==> src/hw/rtl/lfd_pkg.sv <==
package lfd_pkg;

    localparam int BODY_BYTES_DEF = 31;
    localparam int POINTS_DEF     = 8;

    localparam logic [31:0] HEADER_RESET = 32'h55AA_0308;
    localparam logic signed [16:0] THRESH_RESET = 17'sd11520;
    localparam logic signed [16:0] ANGLE_OFFSET = 17'sd40960;

    localparam int OFF_SPEED  = 0;
    localparam int OFF_START  = 2;
    localparam int OFF_POINTS = 4;
    localparam int OFF_END    = 28;

    localparam int BYTES_PER_POINT = 3;

    typedef enum logic [0:0] {
        REG_HEADER = 1'b0,
        REG_THRESH = 1'b1
    } reg_idx_t;

    typedef enum logic [2:0] {
        ST_HUNT,
        ST_BODY,
        ST_RD0,
        ST_RD1,
        ST_RD2,
        ST_LOAD
    } state_t;

endpackage

==> src/hw/rtl/lfd_ram.sv <==
module lfd_ram #(
    parameter int WIDTH = 8,
    parameter int DEPTH = 31,
    localparam int AW = (DEPTH > 1) ? $clog2(DEPTH) : 1
) (
    input  logic             clk,
    input  logic             we,
    input  logic [AW-1:0]    waddr,
    input  logic [WIDTH-1:0] wdata,
    input  logic             re,
    input  logic [AW-1:0]    raddr,
    output logic [WIDTH-1:0] rdata
);

    logic [WIDTH-1:0] mem [DEPTH];

    always_ff @(posedge clk)
    begin
        if (we)
        begin
            mem[waddr] <= wdata;
        end
        if (re)
        begin
            rdata <= mem[raddr];
        end
    end

endmodule

==> src/hw/rtl/lidar_frame_deframer.sv <==
// lidar frame deframer
// rx channel (rx_byte, rx_valid, rx_stall): one received byte per transaction.
// while hunting, bytes are compared against header_word, first byte in bits
// 31..24; a mismatch restarts the match. after the header the body bytes are
// written to the body RAM one per cycle, with no check for headers.
// header and body bytes are taken with no stall. the last body byte
// starts a readout of the point bytes from the body RAM through its single
// read port: three reads and a load of the output register per point, for
// all eight points, during which rx_stall is high. the first point is valid
// once its output register is loaded.
// point channel (point_valid, point_stall): one point per transaction, the
// final one flagged by last; a point is held in an output register, and a
// stall on it holds the readout before the next load. after the final point
// is loaded the block takes bytes again while that point is still waiting.
// config: APB, header_word at 0x0 and rotation_threshold at 0x4, pready high.
// reset: back to hunting, match and body counters cleared, previous start
// angle zero, registers at their defaults; the body RAM is not cleared, as
// every entry read is written earlier in the same frame.
module lidar_frame_deframer #(
    parameter int BODY_BYTES = lfd_pkg::BODY_BYTES_DEF,
    parameter int POINTS     = lfd_pkg::POINTS_DEF
) (
    input  logic               clk,
    input  logic               rst_n,
    input  logic               psel,
    input  logic               penable,
    input  logic               pwrite,
    input  logic [2:0]         paddr,
    input  logic [31:0]        pwdata,
    output logic [31:0]        prdata,
    output logic               pready,
    input  logic [7:0]         rx_byte,
    input  logic               rx_valid,
    output logic               rx_stall,
    output logic [2:0]         point_number,
    output logic [15:0]        distance,
    output logic [7:0]         quality,
    output logic signed [16:0] scan_start,
    output logic signed [16:0] scan_end,
    output logic [15:0]        speed_raw,
    output logic               rotation,
    output logic               last,
    output logic               point_valid,
    input  logic               point_stall
);

    localparam int AW = $clog2(BODY_BYTES);
    localparam logic [AW-1:0] IDX_LAST     = AW'(BODY_BYTES - 1);
    localparam logic [AW-1:0] IDX_SPEED_LO = AW'(lfd_pkg::OFF_SPEED);
    localparam logic [AW-1:0] IDX_SPEED_HI = AW'(lfd_pkg::OFF_SPEED + 1);
    localparam logic [AW-1:0] IDX_START_LO = AW'(lfd_pkg::OFF_START);
    localparam logic [AW-1:0] IDX_START_HI = AW'(lfd_pkg::OFF_START + 1);
    localparam logic [AW-1:0] IDX_END_LO   = AW'(lfd_pkg::OFF_END);
    localparam logic [AW-1:0] IDX_END_HI   = AW'(lfd_pkg::OFF_END + 1);
    localparam logic [AW-1:0] IDX_POINTS   = AW'(lfd_pkg::OFF_POINTS);
    localparam logic [2:0]    PT_LAST      = 3'(POINTS - 1);

    lfd_pkg::state_t state_reg, state_next;

    logic [31:0]        header_reg;
    logic signed [16:0] thresh_reg;
    logic [1:0]         match_reg;
    logic [AW-1:0]      body_idx_reg;
    logic [AW-1:0]      addr_reg;
    logic [2:0]         pt_reg;
    logic signed [16:0] prev_start_reg;
    logic [15:0]        speed_word_reg;
    logic [15:0]        start_word_reg;
    logic [15:0]        end_word_reg;
    logic signed [16:0] start_reg;
    logic               rot_reg;
    logic [7:0]         lo_reg;
    logic [7:0]         hi_reg;

    logic [2:0]         point_number_reg;
    logic [15:0]        distance_reg;
    logic [7:0]         quality_reg;
    logic signed [16:0] scan_start_reg;
    logic signed [16:0] scan_end_reg;
    logic [15:0]        speed_raw_reg;
    logic               rotation_reg;
    logic               last_reg;
    logic               point_valid_reg;

    logic               cfg_wr;
    lfd_pkg::reg_idx_t  cfg_idx;
    logic               rx_accept;
    logic               hdr_match;
    logic [7:0]         want;
    logic               body_last;
    logic               out_free;
    logic               ram_we;
    logic               ram_re;
    logic               load;
    logic [7:0]         ram_rdata;
    logic signed [16:0] start_conv;
    logic signed [16:0] end_conv;

    lfd_ram #(
        .WIDTH (8),
        .DEPTH (BODY_BYTES)
    ) u_body_ram (
        .clk   (clk),
        .we    (ram_we),
        .waddr (body_idx_reg),
        .wdata (rx_byte),
        .re    (ram_re),
        .raddr (addr_reg),
        .rdata (ram_rdata)
    );

    // config port
    assign cfg_idx = lfd_pkg::reg_idx_t'(paddr[2]);
    assign cfg_wr  = psel && penable && pwrite;
    assign pready  = 1'b1;

    always_comb
    begin
        unique case (cfg_idx)
            lfd_pkg::REG_HEADER: prdata = header_reg;
            lfd_pkg::REG_THRESH: prdata = {{15{thresh_reg[16]}}, thresh_reg};
            default:             prdata = header_reg;
        endcase
    end

    always_ff @(posedge clk or negedge rst_n)
    begin
        if (!rst_n)
        begin
            header_reg <= lfd_pkg::HEADER_RESET;
            thresh_reg <= lfd_pkg::THRESH_RESET;
        end
        else if (cfg_wr)
        begin
            unique case (cfg_idx)
                lfd_pkg::REG_HEADER: header_reg <= pwdata;
                lfd_pkg::REG_THRESH: thresh_reg <= $signed(pwdata[16:0]);
                default:             header_reg <= header_reg;
            endcase
        end
    end

    // header byte selection
    always_comb
    begin
        unique case (match_reg)
            2'd0:    want = header_reg[31:24];
            2'd1:    want = header_reg[23:16];
            2'd2:    want = header_reg[15:8];
            2'd3:    want = header_reg[7:0];
            default: want = header_reg[31:24];
        endcase
    end

    assign rx_accept  = rx_valid && !rx_stall;
    assign hdr_match  = (rx_byte == want);
    assign body_last  = (body_idx_reg == IDX_LAST);
    assign out_free   = !point_valid_reg || !point_stall;
    assign start_conv = $signed({1'b0, start_word_reg}) - lfd_pkg::ANGLE_OFFSET;
    assign end_conv   = $signed({1'b0, end_word_reg}) - lfd_pkg::ANGLE_OFFSET;

    // next state
    always_comb
    begin
        state_next = state_reg;
        unique case (state_reg)
            lfd_pkg::ST_HUNT:
            begin
                if (rx_accept && hdr_match && (match_reg == 2'd3))
                begin
                    state_next = lfd_pkg::ST_BODY;
                end
            end
            lfd_pkg::ST_BODY:
            begin
                if (rx_accept && body_last)
                begin
                    state_next = lfd_pkg::ST_RD0;
                end
            end
            lfd_pkg::ST_RD0: state_next = lfd_pkg::ST_RD1;
            lfd_pkg::ST_RD1: state_next = lfd_pkg::ST_RD2;
            lfd_pkg::ST_RD2: state_next = lfd_pkg::ST_LOAD;
            lfd_pkg::ST_LOAD:
            begin
                if (out_free)
                begin
                    state_next = (pt_reg == PT_LAST) ? lfd_pkg::ST_HUNT : lfd_pkg::ST_RD0;
                end
            end
            default: state_next = lfd_pkg::ST_HUNT;
        endcase
    end

    // state outputs
    always_comb
    begin
        rx_stall = 1'b1;
        ram_we   = 1'b0;
        ram_re   = 1'b0;
        load     = 1'b0;
        unique case (state_reg)
            lfd_pkg::ST_HUNT: rx_stall = 1'b0;
            lfd_pkg::ST_BODY:
            begin
                rx_stall = 1'b0;
                ram_we   = rx_valid;
            end
            lfd_pkg::ST_RD0,
            lfd_pkg::ST_RD1,
            lfd_pkg::ST_RD2: ram_re = 1'b1;
            lfd_pkg::ST_LOAD: load = out_free;
            default: rx_stall = 1'b1;
        endcase
    end

    always_ff @(posedge clk or negedge rst_n)
    begin
        if (!rst_n)
        begin
            state_reg       <= lfd_pkg::ST_HUNT;
            match_reg       <= 2'd0;
            body_idx_reg    <= '0;
            addr_reg        <= '0;
            pt_reg          <= 3'd0;
            prev_start_reg  <= '0;
            point_valid_reg <= 1'b0;
        end
        else
        begin
            state_reg <= state_next;
            if (rx_accept && (state_reg == lfd_pkg::ST_HUNT))
            begin
                match_reg    <= hdr_match ? match_reg + 2'd1 : 2'd0;
                body_idx_reg <= '0;
            end
            if (ram_we)
            begin
                body_idx_reg <= body_last ? '0 : body_idx_reg + AW'(1);
                if (body_last)
                begin
                    addr_reg       <= IDX_POINTS;
                    pt_reg         <= 3'd0;
                    prev_start_reg <= start_conv;
                end
            end
            if (ram_re)
            begin
                addr_reg <= addr_reg + AW'(1);
            end
            if (load)
            begin
                pt_reg <= pt_reg + 3'd1;
            end
            if (load)
            begin
                point_valid_reg <= 1'b1;
            end
            else if (!point_stall)
            begin
                point_valid_reg <= 1'b0;
            end
        end
    end

    // frame fields and point bytes
    always_ff @(posedge clk)
    begin
        if (ram_we)
        begin
            if (body_idx_reg == IDX_SPEED_LO) speed_word_reg[7:0]  <= rx_byte;
            if (body_idx_reg == IDX_SPEED_HI) speed_word_reg[15:8] <= rx_byte;
            if (body_idx_reg == IDX_START_LO) start_word_reg[7:0]  <= rx_byte;
            if (body_idx_reg == IDX_START_HI) start_word_reg[15:8] <= rx_byte;
            if (body_idx_reg == IDX_END_LO)   end_word_reg[7:0]    <= rx_byte;
            if (body_idx_reg == IDX_END_HI)   end_word_reg[15:8]   <= rx_byte;
            if (body_last)
            begin
                start_reg <= start_conv;
                rot_reg   <= (prev_start_reg <= thresh_reg) && (start_conv >= thresh_reg);
            end
        end
        if (state_reg == lfd_pkg::ST_RD1)
        begin
            lo_reg <= ram_rdata;
        end
        if (state_reg == lfd_pkg::ST_RD2)
        begin
            hi_reg <= ram_rdata;
        end
        if (load)
        begin
            point_number_reg <= pt_reg;
            distance_reg     <= {hi_reg, lo_reg};
            quality_reg      <= ram_rdata;
            scan_start_reg   <= start_reg;
            scan_end_reg     <= end_conv;
            speed_raw_reg    <= speed_word_reg;
            rotation_reg     <= rot_reg;
            last_reg         <= (pt_reg == PT_LAST);
        end
    end

    assign point_number = point_number_reg;
    assign distance     = distance_reg;
    assign quality      = quality_reg;
    assign scan_start   = scan_start_reg;
    assign scan_end     = scan_end_reg;
    assign speed_raw    = speed_raw_reg;
    assign rotation     = rotation_reg;
    assign last         = last_reg;
    assign point_valid  = point_valid_reg;

endmodule

==> config.mk <==
export PLATFORM = sky130hd
export DESIGN_NAME = lidar_frame_deframer
export DESIGN_NICKNAME = d
export VERILOG_FILES = /design/src/hw/rtl/lfd_pkg.sv /design/src/hw/rtl/lfd_ram.sv /design/src/hw/rtl/lidar_frame_deframer.sv
export SDC_FILE = /design/constraint.sdc
export NUM_CORES = 1
export LEC_CHECK = 0
export BUFFER_PORTS_ARGS = -buffer_cell sky130_fd_sc_hd__clkbuf_2
export CORE_ASPECT_RATIO = 0.7
export CORE_MARGIN = 2
export CORE_UTILIZATION = 64
export CTS_CLUSTER_SIZE = 24
export DETAILED_ROUTE_END_ITERATION = 10
export PLACE_DENSITY = 0.91
export SYNTH_ARGS = -nofsm -noshare
export SYNTH_HDL_FRONTEND = slang
export SYNTH_SLANG_ARGS = --single-unit
==> constraint.sdc <==
create_clock -name clk -period 5.05 [get_ports clk]
set_input_delay 1.01 -clock clk [delete_from_list [all_inputs] [get_ports clk]]
set_output_delay 1.01 -clock clk [all_outputs]
set_load 0.03 [all_outputs]
==> results.txt <==
Status -> finished, final reports clean
Max-slew headroom -> 0.2477
Clock Latency Late Sink -> 0.57 ns
Number of port buffers -> 160
Setup tns final -> 0 ns
Vias per inst -> 6.463
Post-synth top area cell -> edfxtp_1
Std-Cell Rows -> 53
Clock Path Buffers -> 3
Pwr/cell area -> 383.5 nW/um^2
Routed Antenna Nets -> 0
H-tree depth -> 2
Combinational Power Share -> 0.073
Footprint of the multi-input gates -> 4639 sq um
Max frequency -> 279.1 MHz
CP Data Arrival Time -> 2.57 ns
Final hold vios -> 0
Ports -> 164
Max-slew violation count -> 0
Post-CTS Setup Inserts -> 0
Cell internal pwr -> 6.604 mW
Register area -> 14670 sq um
#FFs+latches synth -> 502
Cell Area, Placed -> 20940 sq um
Cts bufs inserted -> 43
Worst path slowest cell -> clkbuf_2
Crit end category -> primary output
Crit path max-delay family -> buffers and inverters
NetSw -> 1.957 mW
Crit start category -> primary input
CTS tree -> built
Core footprint -> 30170 sq um
Clock sink count -> 502
Worst path most repeated cell -> clkbuf_2
Most common flop cell mapped by yosys -> edfxtp_1
Clock skew -> 0.02788 ns
Setup-failing EPs final -> 0
Number of flops mapped to enable cells by yosys -> 417
HPWL Detailed -> 27.20 mm
Wire per inst -> 26.42 um
Share of the synthesized area in the top cell type -> 0.6345
CP cell instances -> clkbuf_2, nand2_1, o21ai_0, clkbuf_2
Drt total wl -> 45.17 mm
Total congestion overflow -> 0
Post-CTS sizing -> 0
Avg Inst Size Synth -> 18.09 sq um
Initial antenna violation count -> 2
Max-cap violation count -> 0
Worst vdd ir -> 0.2962 mV
Tmin final -> 3.582 ns
Syn_nets -> 1188
Most frequent cells in the layout -> edfxtp_1, clkbuf_2, nand2_1
# diodes -> 0
Initial cell density of the core -> 0.6541
Filler cell count -> 1637
Die W -> 213.9 um
Synthesis Warnings -> 0
Worst-path fanout max -> 35
DRC marker count from the first detailed-route iteration -> 1686
Synth top area cells -> edfxtp_1, dfrtp_1, mux4_2
DR DRC count -> 0
Vias in the first global route -> 10890
Post-Layout Cell Count -> 1710
Seq pwr share -> 0.545
Synthesized area -> 19740 sq um
Buf/Inv on CP -> 2
Critical Path Max Stage Delay -> 0.58 ns
Fin area -> 22320 sq um
DR pass1 iterations -> 6
Core occupancy in the finished layout -> 0.7399
Root Buffer -> clkbuf_16
Post-synthesis cell type count -> 51
Cts hold-fix bufs -> 0
First-pass GRT wire length -> 67.80 mm
Pin count of the biggest net entering global routing -> 66
Placed Cells -> 1630
Post-synth ARST share -> 0.1693
Vert. Die Dim -> 150.9 um
Gr usage total -> 0.2933
Area growth from synthesis to layout -> 13.11%
Routability cong. -> 0.8646
CP Class -> in -> out
Die area -> 32280 sq um
Mapped Cells -> 1091
CP required -> 4.04 ns
Clk slew on worst S/H paths -> 0.06 ns
RSZ-0062 raised after global routing -> no
Net Sw Frac -> 0.2286
Static Leakage -> 8.379 nW
Vias -> 11050
Register area share after synthesis -> 0.7432
Max reg flops -> 248
Tcrit/Tclk final -> 0.7094
Fin nets -> 1360
Worst Tran Pin Value -> 1.124 ns
Worst min-delay path class -> reg -> reg
Share of cells above drive strength 1 -> 0.3059
Most common cell after layout, fill and taps aside -> edfxtp_1
Clock power share -> 0.383
-- kinds of logic (layout without fill, tap and decap cells) --
logic type,after synthesis,after routing,synth area share
other,1,1,0.0001900
DFF,502,502,0.7432
adders and majority gates,47,47,0.02980
xor gates and xnor gates,11,11,0.004881
buffers and inverters,101,308,0.02174
muxes,167,167,0.1331
AOI/OAI and AO/OA,93,93,0.02973
and+or+nand+nor,169,169,0.03740
-- path summary, 6_finish.rpt --
path,to,startpoint,depth (start not counted),slack (ns)
min in group asynchronous,header_reg[13],rst_n,1,0.55
max in group asynchronous,addr_reg[0],rst_n,2,3.63
hold reg to reg,speed_raw[10],speed_word_reg[10],0,0.42
setup reg to reg,u_body_ram.rdata[2],addr_reg[1],4,2.01
setup / recovery,prdata[28],paddr[2],4,1.47
hold / removal,speed_raw[10],speed_word_reg[10],0,0.42
-- cell usage after synthesis (all sizes together) (10+ instances only) --
master  number
edfxtp     417
dfrtp       70
ha          47
nand3       12
buf         19
o21ai       43
xnor2       10
mux2        73
nand2       78
inv         55
a21oi       13
mux4        69
nor2        48
dfstp       15
clkbuf      26
mux2i       25
-- layout make-up --
cell class | instances | share of cell area
clock buffers | 57 | 0.05240
multi-input cells | 488 | 0.2078
inverters | 56 | 0.009416
well taps | 412 | 0.02309
repair buffers | 172 | 0.04058
flip-flops and latches | 502 | 0.6573
clock inverters | 23 | 0.009416
-- layer usage --
| metal | track usage | vias up | part of all wire |
|---|---|---|---|
| met5 | 0 | - | 0.00029 |
| li1 | - | 4532 | - |
| met2 | 0.4619 | 809 | 0.47 |
| met1 | 0.4164 | 5594 | 0.38 |
| met3 | 0.07153 | 115 | 0.12 |
| met4 | 0.08611 | 2 | 0.024 |
-- through the flow --
stage	total power [mW]	hold slack, ns	setup slack (ns)
global placement	5.314	0.4002	1.644
global route	8.778	0.4305	1.279
detailed placement	5.347	0.4045	1.520
finish	8.561	0.4204	1.468
floorplan	5.100	0.4003	1.570
CTS	8.577	0.4204	1.513
-- power by group through the flow --
stage / clock network [mW] / registers (mW) / logic [mW]
after floorplan: 0 / 4.70 / 0.396
after global placement: 0 / 4.74 / 0.575
after detailed placement: 0 / 4.75 / 0.600
after global routing: 3.45 / 4.67 / 0.662
after CTS: 3.30 / 4.66 / 0.615
final: 3.27 / 4.66 / 0.623
-- worst register-to-register path, delay by kind of cell, from the launching register on --
| kind | cells | cell delay (ns) |
|---|---|---|
| buffers and inverters | 1 | 0.54 |
| DFF | 1 | 0.92 |
| muxes | 3 | 1.31 |
Power figures use the tool's default switching activity.
